File: src/hdl/fhpa_pkg.sv
// Handle pool allocator: shared types, codes and widths.
// Used by every module of the block; depends on nothing.
`default_nettype none

package fhpa_pkg;

   localparam int HANDLE_W     = 8;
   localparam int COUNT_W      = 9;
   localparam int HANDLE_SPACE = 256;

   typedef logic [HANDLE_W-1:0] handle_type;
   typedef logic [COUNT_W-1:0]  count_type;
   typedef logic [1:0]          func_type;
   typedef logic [1:0]          status_type;

   localparam func_type FUNC_ALLOC = 2'd0;
   localparam func_type FUNC_TRY   = 2'd1;
   localparam func_type FUNC_FREE  = 2'd2;

   localparam status_type STATUS_OK        = 2'd0;
   localparam status_type STATUS_NONE_FREE = 2'd1;
   localparam status_type STATUS_INVALID   = 2'd2;
   localparam status_type STATUS_EXHAUSTED = 2'd3;

   typedef struct packed {
      func_type   func;
      handle_type handle_in;
   } req_type;

   typedef struct packed {
      handle_type handle_out;
      status_type status;
   } rsp_type;

   typedef struct packed {
      logic       wr_en;
      handle_type wr_addr;
      handle_type wr_data;
      handle_type rd_addr;
   } fifo_port_type;

   typedef struct packed {
      logic       wr_en;
      handle_type wr_addr;
      logic       wr_bit;
      handle_type rd_addr;
   } map_port_type;

endpackage

`default_nettype wire

File: src/hdl/fhpa_free_fifo.sv
// Free-handle queue storage: one write port, one registered read port.
// Depends on fhpa_pkg.
`default_nettype none

module fhpa_free_fifo (
   input  wire logic                    clock,
   input  wire fhpa_pkg::fifo_port_type fifo_ctl,
   output      fhpa_pkg::handle_type    rd_data
);

   fhpa_pkg::handle_type mem [fhpa_pkg::HANDLE_SPACE];
   fhpa_pkg::handle_type rd_data_ff;

   always_ff @(posedge clock) begin
      if (fifo_ctl.wr_en) begin
         mem[fifo_ctl.wr_addr] <= fifo_ctl.wr_data;
      end
      rd_data_ff <= mem[fifo_ctl.rd_addr];
   end

   assign rd_data = rd_data_ff;

endmodule

`default_nettype wire

File: src/hdl/fhpa_alloc_map.sv
// Allocated-handle bitmap: single-bit memory with per-entry valid flags
// cleared at reset. Registered read. Depends on fhpa_pkg.
`default_nettype none

module fhpa_alloc_map (
   input  wire logic                   clock,
   input  wire logic                   reset,
   input  wire fhpa_pkg::map_port_type map_ctl,
   output      logic                   rd_bit
);

   logic                             mem [fhpa_pkg::HANDLE_SPACE];
   logic [fhpa_pkg::HANDLE_SPACE-1:0] valid_ff;
   logic                             mem_q_ff;
   logic                             valid_q_ff;

   always_ff @(posedge clock) begin
      if (map_ctl.wr_en) begin
         mem[map_ctl.wr_addr] <= map_ctl.wr_bit;
      end
      mem_q_ff <= mem[map_ctl.rd_addr];
   end

   always_ff @(posedge clock) begin
      if (reset) begin
         valid_ff   <= '0;
         valid_q_ff <= 1'b0;
      end else begin
         if (map_ctl.wr_en) begin
            valid_ff[map_ctl.wr_addr] <= 1'b1;
         end
         valid_q_ff <= valid_ff[map_ctl.rd_addr];
      end
   end

   assign rd_bit = valid_q_ff & mem_q_ff;

endmodule

`default_nettype wire

File: src/hdl/fhpa_ctrl.sv
// Request sequencer: pointers, counters, read-modify-write of both memories
// and the result register. Depends on fhpa_pkg.
`default_nettype none

module fhpa_ctrl #(
   parameter int POOL_SIZE = 256
) (
   input  wire logic                    clock,
   input  wire logic                    reset,
   input  wire logic                    req_valid,
   output      logic                    req_stall,
   input  wire fhpa_pkg::req_type       req_data,
   output      logic                    rsp_valid,
   input  wire logic                    rsp_stall,
   output      fhpa_pkg::rsp_type       rsp_data,
   output      fhpa_pkg::fifo_port_type fifo_ctl,
   input  wire fhpa_pkg::handle_type    fifo_rd_data,
   output      fhpa_pkg::map_port_type  map_ctl,
   input  wire logic                    map_rd_bit
);

   localparam int CAP = (POOL_SIZE < fhpa_pkg::HANDLE_SPACE) ?
                        POOL_SIZE : fhpa_pkg::HANDLE_SPACE;
   localparam fhpa_pkg::count_type  CAP_COUNT = fhpa_pkg::count_type'(CAP);
   localparam fhpa_pkg::handle_type PTR_LAST  = fhpa_pkg::handle_type'(CAP - 1);

   typedef enum logic {S_IDLE, S_EXEC} state_type;

   state_type            state_ff, state_in;
   fhpa_pkg::req_type    req_ff, req_in;
   fhpa_pkg::rsp_type    rsp_ff, rsp_in;
   logic                 rsp_valid_ff, rsp_valid_in;
   fhpa_pkg::handle_type head_ff, head_in;
   fhpa_pkg::handle_type tail_ff, tail_in;
   fhpa_pkg::count_type  free_count_ff, free_count_in;
   fhpa_pkg::count_type  created_ff, created_in;

   logic                   accept;
   logic                   fire;
   logic                   map_we;
   logic                   map_wbit;
   fhpa_pkg::handle_type   map_waddr;
   logic                   fifo_we;
   fhpa_pkg::handle_type   grant_h;
   fhpa_pkg::status_type   status_v;

   assign accept    = (state_ff == S_IDLE) && req_valid;
   assign fire      = (state_ff == S_EXEC) && (!rsp_valid_ff || !rsp_stall);
   assign req_stall = (state_ff != S_IDLE);
   assign rsp_valid = rsp_valid_ff;
   assign rsp_data  = rsp_ff;

   always_comb begin
      head_in       = head_ff;
      tail_in       = tail_ff;
      free_count_in = free_count_ff;
      created_in    = created_ff;
      grant_h       = '0;
      status_v      = fhpa_pkg::STATUS_INVALID;
      map_we        = 1'b0;
      map_wbit      = 1'b0;
      map_waddr     = req_ff.handle_in;
      fifo_we       = 1'b0;

      unique case (req_ff.func) inside
         fhpa_pkg::FUNC_ALLOC, fhpa_pkg::FUNC_TRY: begin
            if (free_count_ff != '0) begin
               grant_h       = fifo_rd_data;
               head_in       = (head_ff == PTR_LAST) ? '0 : head_ff + 1'b1;
               free_count_in = free_count_ff - 1'b1;
               map_we        = 1'b1;
               map_wbit      = 1'b1;
               map_waddr     = fifo_rd_data;
               status_v      = fhpa_pkg::STATUS_OK;
            end else if (req_ff.func == fhpa_pkg::FUNC_TRY) begin
               status_v = fhpa_pkg::STATUS_NONE_FREE;
            end else if (created_ff < CAP_COUNT) begin
               grant_h    = created_ff[fhpa_pkg::HANDLE_W-1:0];
               created_in = created_ff + 1'b1;
               map_we     = 1'b1;
               map_wbit   = 1'b1;
               map_waddr  = created_ff[fhpa_pkg::HANDLE_W-1:0];
               status_v   = fhpa_pkg::STATUS_OK;
            end else begin
               status_v = fhpa_pkg::STATUS_EXHAUSTED;
            end
         end
         fhpa_pkg::FUNC_FREE: begin
            if ({1'b0, req_ff.handle_in} < CAP_COUNT && map_rd_bit) begin
               map_we        = 1'b1;
               map_wbit      = 1'b0;
               fifo_we       = 1'b1;
               tail_in       = (tail_ff == PTR_LAST) ? '0 : tail_ff + 1'b1;
               free_count_in = free_count_ff + 1'b1;
               status_v      = fhpa_pkg::STATUS_OK;
            end
         end
         default: begin
            status_v = fhpa_pkg::STATUS_INVALID;
         end
      endcase

      if (status_v != fhpa_pkg::STATUS_OK || req_ff.func == fhpa_pkg::FUNC_FREE) begin
         grant_h = '0;
      end

      if (!fire) begin
         head_in       = head_ff;
         tail_in       = tail_ff;
         free_count_in = free_count_ff;
         created_in    = created_ff;
      end

      rsp_in       = fire ? fhpa_pkg::rsp_type'{handle_out: grant_h, status: status_v}
                          : rsp_ff;
      rsp_valid_in = fire || (rsp_valid_ff && rsp_stall);
      req_in       = accept ? req_data : req_ff;

      unique case (state_ff)
         S_IDLE:  state_in = accept ? S_EXEC : S_IDLE;
         S_EXEC:  state_in = fire ? S_IDLE : S_EXEC;
         default: state_in = S_IDLE;
      endcase
   end

   always_comb begin
      fifo_ctl.wr_en   = fire && fifo_we;
      fifo_ctl.wr_addr = tail_ff;
      fifo_ctl.wr_data = req_ff.handle_in;
      fifo_ctl.rd_addr = head_ff;
      map_ctl.wr_en    = fire && map_we;
      map_ctl.wr_addr  = map_waddr;
      map_ctl.wr_bit   = map_wbit;
      map_ctl.rd_addr  = (state_ff == S_IDLE) ? req_data.handle_in : req_ff.handle_in;
   end

   always_ff @(posedge clock) begin
      if (reset) begin
         state_ff      <= S_IDLE;
         rsp_valid_ff  <= 1'b0;
         head_ff       <= '0;
         tail_ff       <= '0;
         free_count_ff <= '0;
         created_ff    <= '0;
      end else begin
         state_ff      <= state_in;
         rsp_valid_ff  <= rsp_valid_in;
         head_ff       <= head_in;
         tail_ff       <= tail_in;
         free_count_ff <= free_count_in;
         created_ff    <= created_in;
      end
      req_ff <= req_in;
      rsp_ff <= rsp_in;
   end

endmodule

`default_nettype wire

File: src/hdl/fifo_handle_pool_allocator_top.sv
// Handle pool allocator, top level.
// Instantiates fhpa_ctrl, fhpa_free_fifo and fhpa_alloc_map; uses fhpa_pkg.
//
// Request channel (req_): func selects allocate, try-allocate or deallocate;
// handle_in is the handle being returned. Result channel (rsp_): handle_out
// and status, exactly one result transfer per request transfer, in order.
// Allocate takes the oldest freed handle, else creates a new one until
// min(POOL_SIZE, 256) handles exist. Try-allocate never creates a handle.
// Deallocate accepts only a currently allocated handle.
// The request is captured in a register, the free queue and bitmap memories
// are read, and S_EXEC updates them, writes back and loads the result register.
// The block takes no new request while one is in S_EXEC: req_stall is high outside S_IDLE.
// The result register lets the next request transfer while a result waits.
// Reset: synchronous; clears pointers, counts and the bitmap valid flags.
// No request is lost when rsp_stall is held: the result holds, and the
// block takes at most one further request before stalling.
`default_nettype none

module fifo_handle_pool_allocator_top #(
   parameter int POOL_SIZE = 256
) (
   input  wire logic              clock,
   input  wire logic              reset,
   input  wire logic              req_valid,
   output      logic              req_stall,
   input  wire fhpa_pkg::req_type req_data,
   output      logic              rsp_valid,
   input  wire logic              rsp_stall,
   output      fhpa_pkg::rsp_type rsp_data
);

   fhpa_pkg::fifo_port_type fifo_ctl;
   fhpa_pkg::map_port_type  map_ctl;
   fhpa_pkg::handle_type    fifo_rd_data;
   logic                    map_rd_bit;

   fhpa_ctrl #(
      .POOL_SIZE(POOL_SIZE)
   ) u_ctrl (
      .clock       (clock),
      .reset       (reset),
      .req_valid   (req_valid),
      .req_stall   (req_stall),
      .req_data    (req_data),
      .rsp_valid   (rsp_valid),
      .rsp_stall   (rsp_stall),
      .rsp_data    (rsp_data),
      .fifo_ctl    (fifo_ctl),
      .fifo_rd_data(fifo_rd_data),
      .map_ctl     (map_ctl),
      .map_rd_bit  (map_rd_bit)
   );

   fhpa_free_fifo u_free_fifo (
      .clock   (clock),
      .fifo_ctl(fifo_ctl),
      .rd_data (fifo_rd_data)
   );

   fhpa_alloc_map u_alloc_map (
      .clock  (clock),
      .reset  (reset),
      .map_ctl(map_ctl),
      .rd_bit (map_rd_bit)
   );

endmodule

`default_nettype wire

File: config.mk
export PLATFORM = sky130hd
export DESIGN_NAME = fifo_handle_pool_allocator_top
export DESIGN_NICKNAME = d
export VERILOG_FILES = /design/src/hdl/fhpa_pkg.sv /design/src/hdl/fhpa_free_fifo.sv /design/src/hdl/fhpa_alloc_map.sv /design/src/hdl/fhpa_ctrl.sv /design/src/hdl/fifo_handle_pool_allocator_top.sv
export SDC_FILE = /design/constraint.sdc
export NUM_CORES = 2
export LEC_CHECK = 0
export BUFFER_PORTS_ARGS = -buffer_cell sky130_fd_sc_hd__buf_2
export CAP_MARGIN = 20
export CORE_ASPECT_RATIO = 0.9
export CORE_MARGIN = 2
export CORE_UTILIZATION = 55
export CTS_BUF_LIST = sky130_fd_sc_hd__clkbuf_4 sky130_fd_sc_hd__clkbuf_8 sky130_fd_sc_hd__clkbuf_16
export CTS_CLUSTER_DIAMETER = 50
export DETAILED_ROUTE_END_ITERATION = 12
export PLACE_DENSITY_LB_ADDON = 0.3
export SLEW_MARGIN = 0
export SYNTH_ARGS = -nofsm -noshare
export SYNTH_HDL_FRONTEND = slang
export SYNTH_SLANG_ARGS = --single-unit
File: constraint.sdc
create_clock -name clock -period 9.55 [get_ports clock]
set_input_delay 2.3875 -clock clock [delete_from_list [all_inputs] [get_ports clock]]
set_output_delay 2.3875 -clock clock [all_outputs]
set_load 0.005 [all_outputs]
==> flow_summary.json <==
{
  "outcome": "finished clean",
  "finClkSkew_ps": 68.6,
  "root_buffer": "clkbuf_16",
  "synthToLayoutAreaGrowth_pct": 10.5,
  "drive_above_1_share": 0.213,
  "finalCriticalPeriod_ps": 5700,
  "core_mm2": 0.188,
  "dp_hpwl_um": 143000,
  "synth_cell_types": 67,
  "ys_seq_area_frac": 0.733,
  "drtPass1Iterations": 8,
  "ys.flop_type": "edfxtp_1",
  "clockBufferDepth": 3,
  "endpoint_kind": "flip-flop",
  "ys.warnings.count": 0,
  "power.switching_mw": 5.00,
  "dieHeight_um": 415,
  "fmax_ghz": 0.175,
  "row_count": 151,
  "min_path_type": "flip-flop to flip-flop",
  "initial_core_util": 0.552,
  "p_per_area_mw_per_mm2": 204,
  "pwr-share-clk": 0.415,
  "io_pins": 26,
  "synth.ff_latch_count": 2626,
  "critPathMaxFanout": 16,
  "multi_input_area_mm2": 0.0262,
  "regArea_mm2": 0.0759,
  "internal_power_mw": 18.3,
  "setup.worst_path.start": "rsp_stall",
  "setup_violations": 0,
  "grt_remaining_overflow": 0,
  "antenna_found_initial": 5,
  "viasPerCell": 6.44,
  "slew-limit-headroom": 0.148,
  "hold_viol": 0,
  "clock-sinks": 2626,
  "combPwrFrac": 0.047,
  "routed_wl_um": 250000,
  "hold_start": "u_alloc_map.valid_ff[94]",
  "drv_slew": 0,
  "rsz0062_at_grt": "false",
  "required_ps": 10010,
  "pwr-share-seq": 0.539,
  "cts_tree": "yes",
  "drtIter0Drc": 7122,
  "grt_pass1_wl_um": 365000,
  "crit_type": "input port to flip-flop",
  "async_flop_share": 0,
  "vias": 54900,
  "fin_area_mm2": 0.114,
  "cts_resized": 0,
  "cts_setup_buffers": 0,
  "worst_pin_slew_ps": 1280,
  "holdWs_ps": 467,
  "crit_slowest_cell": "nor2_1",
  "critPathMostFrequentCell": "nand2_1",
  "port_buffers": 25,
  "grt_usage": 0.261,
  "insertion_delay_ps": 880,
  "die_area_mm2": 0.192,
  "critPathLaunchType": "input port",
  "synth_edf_count": 2324,
  "ir_worst_vdd_uv": 210,
  "place_congestion": 0.870,
  "cap_violations": 0,
  "grt_pass1_vias": 53300,
  "route.detailed.drc": 0,
  "r2r_start": "u_ctrl.req_stall",
  "cts_hold_buf": 0,
  "grt_max_degree": 190,
  "antenna_left": 0,
  "syn-num-nets": 5827,
  "syn_avg_cell_area_um2": 17.8,
  "max_stage_delay_ps": 830,
  "cts_made_buffers": 240,
  "power_leakage_nw": 34.7,
  "swShare": 0.214,
  "path_delay_family": "simple AND/OR/NAND/NOR gates",
  "die_w_um": 461,
  "worst-path-buf-inv": 3,
  "layout.nets": 5829,
  "path_clk_slew_ps": 70,
  "synth_cells": 5799,
  "placed_area_mm2": 0.106,
  "worstPathArrival_ps": 6160,
  "cts_max_level": 4,
  "synthesis.area_mm2": 0.103,
  "r2r_slack_ps": 4500,
  "path_cells": "buf_2 -> nand2_1 -> nand2_1 -> inv_1 -> nand2_1 -> buf_4 -> nor3_1 -> nand3_1 -> nor2_1",
  "min_period_over_period": 0.597,
  "tns_ps": 0,
  "fillers": 13100,
  "wl_per_cell_um": 29.3
}
==> placed cells by master (no fill, tap or decap), types with 23 or more instances in the layout <==
cell,instances
edfxtp_1,2324
nand2_1,328
mux4_2,688
clkbuf_4,50
buf_4,87
a21oi_1,302
mux2i_1,112
and3_1,26
nor2_1,848
buf_2,24
clkinv_2,40
nand3_1,99
clkinv_1,49
a311oi_1,23
a31oi_1,28
dfxtp_1,295
clkbuf_16,243
o21ai_0,26
o22ai_1,46
==> cell usage after synthesis, drive strengths merged, types with 5 or more instances <==
master      n  area [um2]
edfxtp   2324       69800
nor2      858        3250
mux4      688       15500
nand2     340        1280
a21oi     302        1510
dfxtp     302        6050
clkbuf    215         812
buf       154         742
mux2i     118        1190
nand3      99         495
o22ai      46         288
a31oi      29         181
o21ai      28         151
and3       26         163
nor3       24         130
a311oi     23         201
inv        22        82.6
nor2b      21         131
a22oi      17         128
ha         13         163
xor2       13         114
a32oi      11        96.3
nand4      11        68.8
and2       10        62.6
a2111oi     9        78.8
nand2b      9        56.3
nor4        9        71.3
or2         9        56.3
xnor2       9        78.8
mux2        8        90.1
o2bb2ai     7        98.9
or3         6        37.5
o221ai      5        43.8
==> power groups by stage <==
stage	sequential, mW	clock, mW	combinational, mW
after global routing	12.6	10.2	1.16
after detailed placement	12.8	0	1.08
after floorplan	12.9	0	0.629
after global placement	12.8	0	1.06
after CTS	12.6	9.77	1.08
final	12.6	9.67	1.09
==> final cells by class <==
cell class              count  share of cell area
repair buffers            129             0.00963
multi-input cells        2782               0.229
clock buffers             303              0.0577
flip-flops and latches   2626               0.663
well taps                2524              0.0276
clock inverters           143              0.0123
inverters                  22            0.000766
diodes                      1           0.0000219
==> layer usage <==
metal	up-vias	part of all wire	global-route usage
met1	28600	0.40	0.379
met3	477	0.091	0.0488
met4	8	0.034	0.0871
li1	22900	-	-
met5	-	0.00020	0
met2	2951	0.48	0.403
==> path summary, 6_finish.rpt <==
path / to / cells after the start
max: u_free_fifo.mem[149][7] / 9
min: u_alloc_map.valid_ff[94] / 2
max reg2reg: u_free_fifo.mem[149][7] / 7
min reg2reg: u_alloc_map.valid_ff[94] / 2
==> worst reg2reg max path, delay by kind of cell (launching register included) <==
kind                   cells  cell delay (ps)
AND/OR/NAND/NOR            5             3000
buffers and inverters      2              750
flip-flops                 1              890
==> metrics by stage <==
step            util  std cells  setup WS [ps]  total power, mW
6_report       0.610       8530           3850             23.3
5_1_grt        0.609       8529           3640             23.9
4_1_cts        0.609       8518           3830             23.4
3_5_place_dp   0.566       8072           2940             13.9
3_3_place_gp   0.566       8069           3030             13.9
2_1_floorplan      -       5799           3680             13.5
==> registers in the layout (all words and copies together) (netlist names) <==
name                    cells
u_ctrl.free_count_ff        9
u_ctrl.req_stall            1
u_alloc_map.valid_q_ff      1
u_alloc_map.mem           256
u_alloc_map.mem_q_ff        1
u_ctrl.fifo_ctl             8
u_ctrl.tail_ff              8
u_ctrl.created_ff           9
u_ctrl.rsp_valid            1
u_free_fifo.rd_data         8
u_ctrl.req_ff               2
u_alloc_map.valid_ff      256
u_ctrl.rsp_data            10
u_ctrl.head_ff              8
u_free_fifo.mem          2048
==> logic make-up after synthesis <==
kind of cell | synth area share
fa+ha+maj | 0.00177
compound gates | 0.0287
simple gates | 0.0568
mux | 0.162
buf+inv | 0.0158
xor+xnor | 0.00186
flops | 0.733
Note: power is estimated with default switching activity, not from simulation.
